==> config.mk <==
export PLATFORM = sky130hd
export DESIGN_NAME = obt_queue
export DESIGN_NICKNAME = d
export VERILOG_FILES = /design/src/rtl/core/obt_pkg.sv /design/src/rtl/core/obt_queue.sv
export SDC_FILE = /design/constraint.sdc
export NUM_CORES = 1
export LEC_CHECK = 0
export BUFFER_PORTS_ARGS = -buffer_cell sky130_fd_sc_hd__clkbuf_2
export CAP_MARGIN = 10
export CORE_MARGIN = 2
export CORE_UTILIZATION = 52
export CTS_CLUSTER_DIAMETER = 60
export DETAILED_ROUTE_END_ITERATION = 8
export GPL_ROUTABILITY_DRIVEN = 0
export PLACE_DENSITY_LB_ADDON = 0.05
export SLEW_MARGIN = 20
export SYNTH_ARGS = -nofsm -noshare
export SYNTH_HDL_FRONTEND = slang
export SYNTH_SLANG_ARGS = --single-unit
==> constraint.sdc <==
create_clock -name clk -period 4.75 [get_ports clk]
set_input_delay 0.2375 -clock clk [delete_from_list [all_inputs] [get_ports clk]]
set_output_delay 0.2375 -clock clk [all_outputs]
set_load 0.005 [all_outputs]
==> src/rtl/core/obt_pkg.sv <==
// Shared types and constants for the order book tracker.
// No dependencies.
`default_nettype none
package obt_pkg;
	localparam int unsigned PriceW = 12;
	localparam int unsigned QtyW   = 32;
	localparam int unsigned IdW    = 10;

	localparam logic       OP_ADD    = 1'b0;
	localparam logic       OP_CANCEL = 1'b1;
	localparam logic [1:0] ST_OK       = 2'd0;
	localparam logic [1:0] ST_FULL     = 2'd1;
	localparam logic [1:0] ST_NOT_LIVE = 2'd2;

	typedef struct packed {
		logic              opcode;
		logic              side;
		logic [PriceW-1:0] price;
		logic [QtyW-1:0]   quantity;
		logic [IdW-1:0]    cancel_id;
	} in_item_t;

	typedef struct packed {
		logic [1:0]        status;
		logic [IdW-1:0]    order_id;
		logic              order_side;
		logic [PriceW-1:0] order_price;
		logic [QtyW-1:0]   order_qty;
		logic              bid_valid;
		logic [PriceW-1:0] top_bid;
		logic              ask_valid;
		logic [PriceW-1:0] top_ask;
	} out_item_t;
endpackage
`default_nettype wire

==> src/rtl/core/obt_queue.sv <==
// Two-entry request queue between front and back.
// Depends on obt_pkg.
`default_nettype none
module obt_queue (
	input  wire              clk,
	input  wire              arst_n,
	input  wire              wr_valid,
	output logic             wr_ready,
	input  obt_pkg::in_item_t wr_data,
	output logic             rd_valid,
	input  wire              rd_ready,
	output obt_pkg::in_item_t rd_data
);
	import obt_pkg::*;
	in_item_t   mem_q [2];
	logic       wp_q, rp_q;
	logic [1:0] cnt_q;
	logic       wr, rd;

	assign wr_ready = (cnt_q != 2'd2);
	assign rd_valid = (cnt_q != 2'd0);
	assign rd_data  = mem_q[rp_q];
	assign wr = wr_valid && wr_ready;
	assign rd = rd_valid && rd_ready;

	always_ff @(posedge clk) begin
		if (wr) mem_q[wp_q] <= wr_data;
	end
	always_ff @(posedge clk or negedge arst_n) begin
		if (!arst_n) begin
			wp_q <= 1'b0; rp_q <= 1'b0; cnt_q <= 2'd0;
		end else begin
			if (wr) wp_q <= ~wp_q;
			if (rd) rp_q <= ~rp_q;
			cnt_q <= cnt_q + {1'b0, wr} - {1'b0, rd};
		end
	end
endmodule
`default_nettype wire

# Yosys cells after proc, flatten, opt, wreduce, memory -nomap -nowiden
# Memories as Yosys holds them, arrays and structs flattened.
# Cells that the tools add are included.
[word_totals]
ram_bits = 112
elab_cells = 14
in_bits = 60
mem_count = 1
ff_bits = 4
[op_classes]
n_reduce_logical = 3
n_addsub = 2
eq_ne = 1
bitwise_logic = 2
n_mux = 2
[memory_table]
columns = ["memory", "words", "word_bits", "read_ports", "rd_clocked_by_memory_dff", "write_ports", "line", "text"]
rows = [
  ["mem_q", 2, 56, 1, 0, 1, "obt_queue.sv:15", "in_item_t mem_q [2];"],
]
[op_table]
columns = ["cell", "n"]
rows = [
  ["2-bit by 1-bit adder with 2-bit output", 1],
  ["1-bit logical AND", 2],
  ["1-bit two-way mux", 2],
  ["2-bit != test, second input constant", 1],
  ["1-bit NOT", 2],
  ["2-bit nonzero test", 1],
  ["2-bit by 1-bit subtractor with 2-bit output", 1],
]

# Longest topological paths before layout
[depth]
depth_word = 4
mapped_depth = 7
mapped_depth_nobuf = 7

# Worst setup path before layout
# Ideal clock, no wire load.
[synth_timing]
path_type = "reg-to-reg"
start = "reg cnt_q[1]"
end = "mem mem_q[0][0] in the netlist's numbering, enable pin"
slack_ns = 1.321
stages_incl_launch_ff = 4
required_ns = 4.280
n_path_buf = 0
arrival_time_ns = 2.959
path_cell_list = "dfrtp_1 nand2b_1 nand2_1 nor2_1"
[synth_via]
elab_chain_len = 4
[synth_rtl]
columns = ["item", "line", "text"]
rows = [
  ["start, declared", "obt_queue.sv:17", "logic [1:0] cnt_q;"],
  ["start signal, assigned", "obt_queue.sv:35", "cnt_q <= cnt_q + {1'b0, wr} - {1'b0, rd};"],
  ["2-bit != test", "obt_queue.sv:20", "assign wr_ready = (cnt_q != 2'd2);"],
  ["net wr_ready", "obt_queue.sv:8", "output logic wr_ready,"],
  ["1-bit logical AND", "obt_queue.sv:23", "assign wr = wr_valid && wr_ready;"],
  ["1-bit two-way mux", "obt_queue.sv:27", "if (wr) mem_q[wp_q] <= wr_data;"],
  ["1-bit two-way mux (not written as such)", "obt_queue.sv:27", ""],
  ["end, declared", "obt_queue.sv:15", ""],
]
# The timed path passes the listed nets, and every way through them passes these cells.

==> reports/qor.yml <==
status: "finished, final reports clean"
grtUsageTotal_pct: 16.7
num_vias: 2330
ys_seq_area_share_pct: 79.5
setup_ws_ns: 2.40
powerDensity_nw_per_um2: 584
synth_cell_types: 16
io_buffer_count: 117
synthesis.area_sq_um: 4360
drc_errors: 0
rows: 33
hold_slack_ns: 0.0818
met2_length_um: 3800
cts_setup_buffers: 0
area_growth_pct: 41.2
topRoutingLayerUsed: "met4"
fin_worst_skew_ns: 0.00939
wl_um: 7380
critPathKind: "reg -> out"
r2r.worst_path.cells: 4
die_w_um: 95.5
pin_count: 118
fin_crit_sh_pct: 49.5
final.setup.tns_ns: 0
core_area_sq_um: 8180
synth.area.top_cells: "edfxtp_1, mux2_4, mux2_2"
max_cap_viol_count: 0
fp.dieH_um: 95.5
cp-end-kind: "primary output"
final_core_util_pct: 75.3
critical_path.max_fanout: 57
ys_seq_elements: 116
grt_setup_unrepaired: "false"
antenna_found_initial: 0
h-tree-depth: 4
min_period_ns: 2.35
critPathLaunchType: "flop"
slew_headroom_pct: 36.7
drt-initial-drc-count: 95
cts-root-buf: "clkbuf_8"
fmax_mhz: 426
cts_buffers: 17
cts_buffer_depth: 2
grt_pass1_vias: 2352
min_path_type: "in -> async"
fillCellCount: 509
via_per_inst: 4.69
cellLeakagePower_uw: 0.00247
nets: 442
drive_gt1_share_pct: 52.3
path_clk_slew_ns: 0.05
initial_core_util_pct: 53.3
cts_sinks: 116
pre_cts_slack_ns: 2.52
syn_inst: 191
ys_warn_count: 0
vdd_drop_max_mv: 0.587
synth_fp_nets: 253
die_area_sq_um: 9130
wl_met3_um: 411
r2r_slack_ns: 2.50
clock_latency_ns: 0.50
setup_viol: 0
ant_nets: 0
diodes: 0
cp_data_required_time_ns: 4.51
synth_top_cell_by_area: "edfxtp_1"
cts_tree: "done"
tightest_slew_ns: 0.949
crit_arrival_ns: 2.11
grt_pass1_wl_um: 10900
first_pass_iters: 4
syn-mean-instance-area_sq_um: 22.8
wl_per_cell_um: 14.8
yosysTopAreaCellShare_pct: 77.2
grt_max_degree: 58
finalHoldViolCount: 0
met1_length_um: 3070
overflow: 0
maxSlewViolCount: 0
## area by class of cell
| class | instances | area (sq um) | area share, % |
|---|---|---|---|
| Inverter | 1 | 3.75 | 0.0610 |
| Clock buffer | 19 | 422 | 6.85 |
| Tap cell | 105 | 131 | 2.13 |
| Multi-Input combinational cell | 68 | 845 | 13.7 |
| Timing Repair Buffer | 176 | 1170 | 19.0 |
| Clock inverter | 12 | 115 | 1.87 |
| Sequential cell | 116 | 3470 | 56.3 |
## timing repair
item                                   4_1_cts  5_1_grt
endpoints found under the hold margin      116        0
resized for setup                            0        0
hold buffers                                57        0
## stage by stage
| stage | cell area [sq um] | power, uW | cells |
|---|---|---|---|
| after floorplan | 4360 | 2120 | 191 |
| after global placement | 5050 | 2440 | 409 |
| after detailed placement | 5050 | 2460 | 409 |
| after CTS | 6150 | 3630 | 497 |
| after global routing | 6150 | 3770 | 497 |
| final | 6150 | 3590 | 497 |
## cells in the mapped netlist, drive strengths merged
cell	count
xnor2	3
dfrtp	4
buf	6
edfxtp	112
nand2b	1
and2	1
nor2	1
xor2	1
inv	1
and3	1
or2	1
nand2	1
mux2	56
ha	2
## worst paths after layout
check,endpoint,start
worst min register to register,cnt_q[0],cnt_q[0]
worst max register to register,mem_q[0][17],cnt_q[1]
min in group clk,rp_q,rd_ready
worst max-delay path,rd_data[15],rp_q
worst min-delay path,wp_q,arst_n
max in group asynchronous,rp_q,arst_n
## state kept, by name (all words and copies together) (netlist names)
name and count:
rp_q 1, wp_q 1, cnt_q 2, mem_q 112
## critical path: stages, from the launching register on
cell and delay, ns:
dfrtp_4 1.05, mux2_2 0.43, clkbuf_2 0.11
## cell families after synthesis
group	count (synthesis)	share of synthesized area (%)
fa+ha+maj	2	0.574
buf+inv	7	1.35
flops	116	79.5
xor+xnor	4	0.804
simple gates	6	0.747
mux	56	17.1
## cells in the final DEF, fill, tap and decap left out, types with 2 or more instances in the layout
cell type | synthesis | final
mux2_2 | 26 | 26
clkbuf_2 | 0 | 117
mux2_4 | 30 | 30
dlygate4sd3_1 | 0 | 57
dfrtp_1 | 4 | 3
clkinv_1 | 0 | 2
clkbuf_1 | 0 | 2
clkbuf_16 | 0 | 16
clkinv_2 | 0 | 5
edfxtp_1 | 112 | 112
clkinvlp_4 | 0 | 3
xnor2_1 | 3 | 3
ha_1 | 2 | 2
buf_4 | 0 | 2
bufinv_16 | 0 | 2
## where the power goes
| group | switching [uW] | internal [uW] |
|---|---|---|
| Combinational | 352 | 530 |
| Sequential | 174 | 1410 |
| Clock | 399 | 731 |
## metal layers
layer | global-route usage, % | vias up
met1 | 20.0 | 1110
met2 | 26.8 | 73
met3 | 6.17 | 9
li1 | - | 1138
met5 | 0 | -
met4 | 7.98 | 0
Note: power is estimated with default switching activity, not from simulation.
