[config.mk]
export PLATFORM = sky130hd
export DESIGN_NAME = obt_front
export DESIGN_NICKNAME = d
export VERILOG_FILES = /design/src/rtl/core/obt_pkg.sv /design/src/rtl/core/obt_front.sv
export SDC_FILE = /design/constraint.sdc
export NUM_CORES = 1
export LEC_CHECK = 0
export ABC_AREA = 1
export CAP_MARGIN = 25
export CORE_MARGIN = 3
export CORE_UTILIZATION = 35
export CTS_CLUSTER_SIZE = 30
export DETAILED_ROUTE_END_ITERATION = 8
export DONT_BUFFER_PORTS = 1
export GPL_ROUTABILITY_DRIVEN = 1
export PLACE_DENSITY = 0.5
export SETUP_SLACK_MARGIN = 0.2
export SYNTH_ARGS = -nofsm -noshare
export SYNTH_HDL_FRONTEND = slang
export SYNTH_SLANG_ARGS = --single-unit
[constraint.sdc]
create_clock -name clk -period 7 [get_ports clk]
set_input_delay 1.4 -clock clk [delete_from_list [all_inputs] [get_ports clk]]
set_output_delay 1.4 -clock clk [all_outputs]
set_load 0.05 [all_outputs]
[src/rtl/core/obt_pkg.sv]
// Shared types and constants for the order book tracker.
// No dependencies.
`default_nettype none
package obt_pkg;
	localparam int unsigned PriceW = 12;
	localparam int unsigned QtyW   = 32;
	localparam int unsigned IdW    = 10;

	localparam logic       OP_ADD    = 1'b0;
	localparam logic       OP_CANCEL = 1'b1;
	localparam logic [1:0] ST_OK       = 2'd0;
	localparam logic [1:0] ST_FULL     = 2'd1;
	localparam logic [1:0] ST_NOT_LIVE = 2'd2;

	typedef struct packed {
		logic              opcode;
		logic              side;
		logic [PriceW-1:0] price;
		logic [QtyW-1:0]   quantity;
		logic [IdW-1:0]    cancel_id;
	} in_item_t;

	typedef struct packed {
		logic [1:0]        status;
		logic [IdW-1:0]    order_id;
		logic              order_side;
		logic [PriceW-1:0] order_price;
		logic [QtyW-1:0]   order_qty;
		logic              bid_valid;
		logic [PriceW-1:0] top_bid;
		logic              ask_valid;
		logic [PriceW-1:0] top_ask;
	} out_item_t;
endpackage
`default_nettype wire

[src/rtl/core/obt_front.sv]
// Front: accepts requests, masks price, pushes into queue.
// Depends on obt_pkg.
`default_nettype none
module obt_front #(
	parameter int unsigned PRICE_BITS = 12
) (
	input  wire              clk,
	input  wire              arst_n,
	input  wire              in_valid,
	output logic             in_ready,
	input  obt_pkg::in_item_t in_data,
	output logic             q_valid,
	input  wire              q_ready,
	output obt_pkg::in_item_t q_data
);
	import obt_pkg::*;
	in_item_t item_q;
	in_item_t in_masked;
	logic     full_q;

	assign in_ready = !full_q || q_ready;
	assign q_valid  = full_q;
	assign q_data   = item_q;

	always_comb begin
		in_masked = in_data;
		// only the low PRICE_BITS bits of the price address a level
		for (int b = 0; b < PriceW; b++)
			if (b >= PRICE_BITS) in_masked.price[b] = 1'b0;
	end

	always_ff @(posedge clk or negedge arst_n) begin
		if (!arst_n) full_q <= 1'b0;
		else if (in_ready) full_q <= in_valid;
	end
	always_ff @(posedge clk) begin
		if (in_ready && in_valid) item_q <= in_masked;
	end
endmodule
`default_nettype wire

Word-level counts from Yosys, hierarchy flattened

Cells that the tools add are included.

Register bits: 57
Bits in latches: 0
Bits in writable memories: 0
ROM bits: 0
Input port bits: 60
Output and inout bits: 58
Memories kept: 0

Add/sub/neg operators: 0
Multiply operators: 0
Div/mod/pow operators: 0
Order comparisons: 0
Eq/ne operators: 0
Shift-type cells: 0
Muxes and demuxes: 0
Bitwise gates (word level): 0
Reduce and logical (&&, ||, !) cells: 3

Operator list:

| kind              | number |
|---|---|
| logical AND 1 bit | 1 |
| logical NOT 1 bit | 1 |
| logical OR 1 bit  | 1 |

Logic depth before layout (Yosys ltp)

Gate-level depths: netlist of the first run.

Word-level depth: 3
Depth in mapped cells: 3
Mapped depth without buffers: 3

Least setup slack after synthesis of the first run

Ideal clock, no wire load.

Path kind: input port to flip-flop
Start point: in in_valid
End point: reg item_q (netlist bit q_data[0]) (enable)
Arrival time: 4.167 ns
Required time: 6.512 ns
Path slack: 2.346 ns
Stages: 2
Buffers on the path: 0
Cells stage by stage: inv_1 -> a21oi_1

Cells in the longest elaborated chain, start to end: 1

RTL lines:

| element              | RTL line        | source |
|---|---|---|
| from (decl)          | obt_front.sv:9  | `input wire in_valid,` |
| logical AND 1 bit    | obt_front.sv:37 | `if (in_ready && in_valid) item_q <= in_masked;` |
| to (signal assigned) | obt_front.sv:37 |  |
| to (decl)            | obt_front.sv:17 | `in_item_t item_q;` |

No other way between the ends.
A chain may end at the register's enable or synchronous reset.

Final worst setup path of the first run

Start point: in q_ready
End point: out in_ready

Cells in the longest elaborated chain, start to end: 1

RTL lines:

| element          | RTL line        | source |
|---|---|---|
| from (decl)      | obt_front.sv:13 | `input wire q_ready,` |
| logical OR 1 bit | obt_front.sv:21 | `assign in_ready = !full_q \|\| q_ready;` |
| to (decl)        | obt_front.sv:10 | `output logic in_ready,` |

No other way between the ends.

==> metrics.cfg, run 1 <==
[grt]
antenna_found_initial = 0
grt_pass1_wl_um = 4010
grt_max_degree = 36
overflow = 0
grt_pass1_vias = 743
grt_usage = 0.101

[yosys]
synth-main-ff-cell = edfxtp_1
ys_ff_latch = 57
synthArstFlopShare = 0.0175
synth_area_leader_cell = edfxtp_1
synth_area_um2 = 1730
avgSynthCellArea_um2 = 27.8
yosysMostFrequentCell = edfxtp_1
ys_types = 5
synth-edff-count = 56
ys_seq_area_frac = 0.988
synth_fp_nets = 122
synthTopCellsByCount = edfxtp_1, inv_1, nand2_1
synth_cells = 62
yosys-top-cells-area = edfxtp_1, dfrtp_1, inv_1
synth_warnings = 0
synth_top_area_share = 0.974

[critical_path]
critPathMaxFanout = 2
r2r.worst_path.cells = 2
crit_slowest_cell = nand2_1
cp_num_buf_inv = 1
crit_family = simple AND/OR/NAND/NOR gates
r2r_slack_ns = 4.89
cp_data_arrival_time_ns = 1.83
startpoint = q_ready
timing.rr.start = q_valid$_DFFE_PN0P_
crit_required_ns = 5.60
worst_setup_path_end_kind = output pin
cpPeakStageDelay_ns = 0.38
critical_path.startpoint_type = input pin
path_depth = 2
path_class = in2out
cp_cell_sequence = inv_1 > nand2_1
reg2reg_to = q_data[13]$_DFFE_PP_

[sta]
max_freq_mhz = 310
rsz0062_at_grt = no
relSlewSlack = 0.559
setup_viol = 0
drv_slew = 0
setup_tns_ns = 0
min_period_over_period = 0.461
hold-worst-slack_ns = 0.771
tightest_slew_ns = 0.660
post-route-min-period_ns = 3.23
hold_viol_final = 0
fin_skew_ns = 0.00749

[floorplan]
ios = 118
rows = 24
start_util = 0.378
dieArea_um2 = 5810
coreArea_um2 = 4560
die_width_um = 76.2
die_h_um = 76.2

[power_and_ir_drop]
switching_share = 0.266
p_int_mw = 0.521
vdd_drop_max_uv = 154
power.share.clock = 0.323
switchingPower_mw = 0.189
power_leakage_nw = 0.646
power_frac_comb = 0.016
seq_power_share = 0.661
cellPowerDensity_nw_per_um2 = 359

[clocking]
cts_tree = yes
cts_made_buffers = 9
cts.sinks = 57
htreeDepth = 3
clk_latency_ns = 0.32
ctsHoldBuffers = 0
clock-root-buffer = clkbuf_8
cts_setup_buffers = 0
clk_path_buf_depth = 2
cts_resized = 0
path_clk_slew_ns = 0.06

[placement]
dpl.hpwl_um = 2040
portBuffers = 0
gp_congestion = 0.639

[finish]
num_antenna_cells = 0
finalNetCount = 134
areaGrowthSynthToFinish_pct = 14.6
post_route_cells_drive_above_1_share = 0.152
nFillCells = 427

[route]
ant_nets = 0
via_count = 665
vias_per_cell = 4.62
routed_wirelength_um = 2800
drt_iter0_drc = 13
route.detailed.drc = 0
dr.pass1.iters = 2
wl_per_cell_um = 19.4

[outcome]
status = complete, no violations

[flow_run]
cap_violations = 0

[min_path]
min_path_type = in2async

==> power groups by stage <==
| stage | Combinational [mW] | Clock, mW | Sequential [mW] |
|---|---|---|---|
| finish | 0.0111 | 0.230 | 0.470 |
| global placement | 0.0112 | 0 | 0.477 |
| CTS | 0.0116 | 0.239 | 0.470 |
| floorplan | 0.00813 | 0 | 0.475 |
| detailed placement | 0.0115 | 0 | 0.477 |
| global route | 0.0130 | 0.257 | 0.471 |
==> logic make-up (layout without fill, tap and decap cells) <==
group / count (synthesis) / count (layout) / synth area share
flops: 57 / 57 / 0.988
compound gates: 1 / 1 / 0.00290
buf+inv: 2 / 19 / 0.00435
simple gates: 2 / 2 / 0.00435
==> worst max path at each step <==
stage                                endpoint
after floorplan           q_data[0]$_DFFE_PP_
after detailed placement             in_ready
final                                in_ready
after global routing                 in_ready
after CTS                            in_ready
after global placement               in_ready
==> flip-flops by register name, summed over array words and instances, names as in the netlist <==
register,flops
q_data,56
q_valid,1
==> metrics by stage <==
| step | utilization | setup WS, ns | total power [mW] | cells | area, um2 |
|---|---|---|---|---|---|
| global placement | 0.400 | 3.78 | 0.488 | 128 | 1830 |
| detailed placement | 0.400 | 3.76 | 0.488 | 128 | 1830 |
| finish | 0.433 | 3.77 | 0.710 | 144 | 1980 |
| global route | 0.433 | 3.75 | 0.741 | 144 | 1980 |
| CTS | 0.433 | 3.76 | 0.721 | 144 | 1980 |
| floorplan | - | 2.35 | 0.483 | 62 | 1730 |
==> area by class of cell <==
class | instances | area, um2 | share of cell area
multi-input cells | 3 | 23.8 | 0.0120
clock inverters | 7 | 27.5 | 0.0139
repair buffers | 1 | 7.51 | 0.00380
inverters | 2 | 7.51 | 0.00380
well taps | 65 | 81.3 | 0.0411
flip-flops and latches | 57 | 1710 | 0.863
clock buffers | 9 | 124 | 0.0626
==> layer usage <==
layer  part of all wire  wire, um  vias up  track usage
met4              0.039       110        0       0.0942
met1               0.32       898      294       0.0767
met5                  0         0        -            0
li1                   -         -      271            -
met2               0.45      1250       88        0.142
met3               0.19       539       12       0.0981
==> layout by cell type, fill, tap and decap left out <==
master	n
clkinv_2	1
clkbuf_8	9
edfxtp_1	56
clkinv_1	6
inv_1	2
buf_4	1
dfrtp_1	1
nand2_1	2
a21oi_4	1
No activity file was read; power rests on OpenSTA's default activity.
==> inputs of run 2 (changes only) <==
clock period = 3.3 ns   (was 7 ns; I/O delays follow)
==> run 2 against run 1 <==
Sequential power up 110%; critical path type is now reg2out; power rose by 130%; highest routed layer unchanged; largest cell class unchanged; register-to-register slack got worse by 3.6 ns.
==> metrics.cfg, run 2 (synthesis gave the netlist of run 1 again) <==
[critical_path]
cp_data_arrival_time_ns = 1.49
worst_setup_path_end_kind = output pin
r2r.worst_path.cells = 2
crit_slowest_cell = dfrtp_1
critical_path.startpoint_type = flip-flop
path_depth = 1
timing.rr.start = q_valid$_DFFE_PN0P_
cpPeakStageDelay_ns = 0.70
reg2reg_to = q_data[11]$_DFFE_PP_
r2r_slack_ns = 1.34
crit_family = flip-flops
cp_num_buf_inv = 0
cp_cell_sequence = nand2_1
critPathMaxFanout = 3
endpoint = in_ready
path_class = reg2out
crit_required_ns = 2.64
startpoint = q_valid$_DFFE_PN0P_

[clocking]
cts_setup_buffers = 0
cts.sinks = 57
ctsHoldBuffers = 0
cts_tree = yes
cts_made_buffers = 9
clock-root-buffer = clkbuf_8
htreeDepth = 3
clk_path_buf_depth = 2
path_clk_slew_ns = 0.06
clk_latency_ns = 0.32
cts_resized = 0

[floorplan]
ios = 118
die_width_um = 76.2
start_util = 0.378
rows = 24
dieArea_um2 = 5810
coreArea_um2 = 4560
die_h_um = 76.2

[sta]
min_period_over_period = 0.650
hold_viol_final = 0
fin_skew_ns = 0.00696
max_freq_mhz = 466
rsz0062_at_grt = no
setup_tns_ns = 0
tightest_slew_ns = 0.829
drv_slew = 0
post-route-min-period_ns = 2.15
hold-worst-slack_ns = 0.434
postLayoutSetupSlackWorst_ns = 1.15
setup_viol = 0
relSlewSlack = 0.446

[grt]
overflow = 0
grt_usage = 0.104
grt_pass1_wl_um = 4090
antenna_found_initial = 0
grt_max_degree = 31
grt_pass1_vias = 742

[placement]
place_area_um2 = 1840
gp_congestion = 0.606
portBuffers = 0
place_inst = 128
preCtsSetupSlack_ns = 1.29

[finish]
largest_reg_flops = 56
seqCellArea_um2 = 1710
fin_area_um2 = 2040
areaGrowthSynthToFinish_pct = 18.3
stdcell_count = 145
nFillCells = 411
finalNetCount = 135
post-route-util = 0.447
layout_commonest_cell = edfxtp_1
post_route_cells_drive_above_1_share = 0.213
layout_common_cells = edfxtp_1, clkbuf_8, inv_1, nand2_1, clkinv_2
num_antenna_cells = 0
multi_input_area_um2 = 23.8

[route]
ant_nets = 0
vias_per_cell = 4.61
via_count = 669
wl_per_cell_um = 19.9
route.detailed.drc = 0
drt_iter0_drc = 17
dr.pass1.iters = 4
routed_wirelength_um = 2880

[power_and_ir_drop]
vdd_drop_max_uv = 298
cellPowerDensity_nw_per_um2 = 789
power_leakage_nw = 0.679
p_total_mw = 1.61

[outcome]
status = complete, no violations

[min_path]
min_path_type = in2reg

[flow_run]
cap_violations = 0

run 2: cell count changes in the layout (fill, tap and decap cells not counted), sizes merged:
cell,change
clkbuf,+5
clkinv,-5
dlygate4sd3,+1
run 2: how the worst min path moves through the flow:
stage,cells after the start,start,end
4_1_cts,0,arst_n,q_valid$_DFFE_PN0P_
6_report,0,in_data[40],q_data[40]$_DFFE_PP_
3_5_place_dp,0,arst_n,q_valid$_DFFE_PN0P_
2_1_floorplan,0,arst_n,q_valid$_DFFE_PN0P_
5_1_grt,0,in_data[23],q_data[23]$_DFFE_PP_
3_3_place_gp,0,arst_n,q_valid$_DFFE_PN0P_
run 2: area by class of cell:
| class | count | share of cell area |
|---|---|---|
| clock buffer | 14 | 0.0895 |
| clock inverter | 2 | 0.00490 |
| inverter | 2 | 0.00368 |
| multi-input combinational | 3 | 0.0116 |
| sequential | 57 | 0.836 |
| tap | 65 | 0.0398 |
| timing repair buffer | 2 | 0.0147 |
run 2: power by group:
part,total [mW],switching [mW],internal (mW)
sequential,0.996,0.147,0.849
combinational,0.0272,0.0218,0.00540
clock,0.587,0.235,0.352
run 2: layer usage:
metal	vias up	wire length, um	global-route usage
met1	311	1030	0.0924
met5	-	0	0
li1	272	-	-
met3	9	367	0.0745
met2	77	1390	0.151
met4	0	82	0.0978
==> inputs of run 3 (changes only) <==
ABC_AREA = 0   (was 1)
clock period = 2.1 ns   (was 3.3 ns; I/O delays follow)
==> run 3 against run 2 <==
Global-route usage shrank 0.098 points; via count fell by 1.9%; sequential power rose by 57%; clock power rose by 57%; sequential share of layout area decreased by 0.51 points; die area is 0.47% higher; flip-flop and latch count unchanged; first-iteration DRC count up 82%; clock skew shrank 0.0028 ns; combinational power grew 90%; critical endpoint is now q_data[5]$_DFFE_PP_; largest cell class unchanged; highest routed layer unchanged.
==> metrics.cfg, run 3 <==
[sta]
tightest_slew_ns = 0.492
hold_viol_final = 0
postLayoutSetupSlackWorst_ns = 0.696
setup_viol = 0
setup_tns_ns = 0
fin_skew_ns = 0.00420
relSlewSlack = 0.673
max_freq_mhz = 712
hold-worst-slack_ns = 0.193
drv_slew = 0
post-route-min-period_ns = 1.40
min_period_over_period = 0.668
rsz0062_at_grt = no

[finish]
stdcell_count = 145
finalNetCount = 135
num_antenna_cells = 0
post_route_cells_drive_above_1_share = 0.250
largest_reg_flops = 56
fin_area_um2 = 2050
multi_input_area_um2 = 28.8
layout_commonest_cell = edfxtp_1
areaGrowthSynthToFinish_pct = 18.4
nFillCells = 399
post-route-util = 0.450
seqCellArea_um2 = 1710
layout_common_cells = edfxtp_1, clkbuf_8, clkinv_2, buf_4

[grt]
overflow = 0
grt_max_degree = 32
grt_usage = 0.103
antenna_found_initial = 0
grt_pass1_vias = 739
grt_pass1_wl_um = 4100

[power_and_ir_drop]
power_frac_comb = 0.020
seq_power_share = 0.615
vdd_drop_max_uv = 518
power_leakage_nw = 0.685
switching_share = 0.250
switchingPower_mw = 0.634
p_int_mw = 1.90
p_total_mw = 2.53
power.share.clock = 0.364
cellPowerDensity_nw_per_um2 = 1230

[placement]
place_area_um2 = 1850
place_inst = 128
preCtsSetupSlack_ns = 0.638
dpl.hpwl_um = 2130
gp_congestion = 0.645
portBuffers = 0

[floorplan]
die_h_um = 76.4
coreArea_um2 = 4560
rows = 24
dieArea_um2 = 5840
ios = 118
start_util = 0.380
die_width_um = 76.4

[yosys]
synth-edff-count = 56
ys_seq_area_frac = 0.983
synthArstFlopShare = 0.0175
synth_warnings = 0
synth_fp_nets = 120
ys_ff_latch = 57
synth_area_um2 = 1740
synth_cells = 60
synth_area_leader_cell = edfxtp_1
avgSynthCellArea_um2 = 28.9
yosysMostFrequentCell = edfxtp_1
synth-main-ff-cell = edfxtp_1
ys_types = 5
yosys-top-cells-area = edfxtp_1, dfrtp_1, nand2b_4
synthTopCellsByCount = edfxtp_1, and2_4, dfrtp_1, nand2b_1, nand2b_4
synth_top_area_share = 0.969

[clocking]
cts_tree = yes
cts.sinks = 57
clk_latency_ns = 0.32
cts_resized = 0
clk_path_buf_depth = 2
path_clk_slew_ns = 0.06
htreeDepth = 3
cts_made_buffers = 9
clock-root-buffer = clkbuf_8

[critical_path]
critical_path.startpoint_type = flip-flop
critPathMaxFanout = 25
crit_required_ns = 2.09
cp_data_arrival_time_ns = 1.40
path_class = reg2reg
worst_setup_path_end_kind = flip-flop

[route]
dr.pass1.iters = 3
via_count = 656
vias_per_cell = 4.52
ant_nets = 0
wl_per_cell_um = 19.6
routed_wirelength_um = 2840
route.detailed.drc = 0
drt_iter0_drc = 31

[flow_run]
cap_violations = 0

[min_path]
min_path_type = in2reg

[outcome]
status = complete, no violations

-- run 3: repair_timing --
action | in CTS | in global routing
hold buffers | 1 | 0
setup buffers | 0 | 0
hold endpoints to repair | 1 | 0
-- run 3: power by group through the flow --
stage / logic [mW] / registers [mW] / clock network (mW)
6_report: 0.0518 / 1.56 / 0.923
2_1_floorplan: 0.0297 / 1.58 / 0
4_1_cts: 0.0533 / 1.56 / 0.960
5_1_grt: 0.0574 / 1.56 / 1.02
3_5_place_dp: 0.0515 / 1.58 / 0
3_3_place_gp: 0.0503 / 1.58 / 0
-- run 3: cells by family (layout without fill, tap and decap cells) --
logic type	count (synthesis)	count (layout)	share of synthesized area
flops	57	57	0.983
simple gates	3	3	0.0166
buf+inv	0	20	0
-- run 3: layer usage --
metal,track usage,part of all wire,up-vias
met5,0,0,-
met4,0.0815,0.025,0
met3,0.0839,0.14,8
met2,0.156,0.52,75
met1,0.0856,0.31,303
li1,-,-,270
-- run 3: final timing paths --
path	from	cells after the start	end	slack, ns
max in group asynchronous	arst_n	1	q_valid$_DFFE_PN0P_	1.69
setup / recovery	q_valid$_DFFE_PN0P_	3	q_data[5]$_DFFE_PP_	0.70
min in group asynchronous	arst_n	1	q_valid$_DFFE_PN0P_	0.31
hold / removal	in_data[15]	0	q_data[15]$_DFFE_PP_	0.19
setup reg to reg	q_valid$_DFFE_PN0P_	3	q_data[5]$_DFFE_PP_	0.70
hold reg to reg	q_valid$_DFFE_PN0P_	2	q_valid$_DFFE_PN0P_	0.67
-- run 3: cell type report --
class                   instances  share of cell area
clock inverters                 2             0.00487
flip-flops and latches         57               0.831
well taps                      65              0.0396
clock buffers                  14              0.0889
repair buffers                  4              0.0219
multi-input cells               3              0.0140
-- run 3: critical path: stages (launching register included) --
cell	delay, ns
dfrtp_1	0.41
nand2b_4	0.18
and2_4	0.19
buf_4	0.30
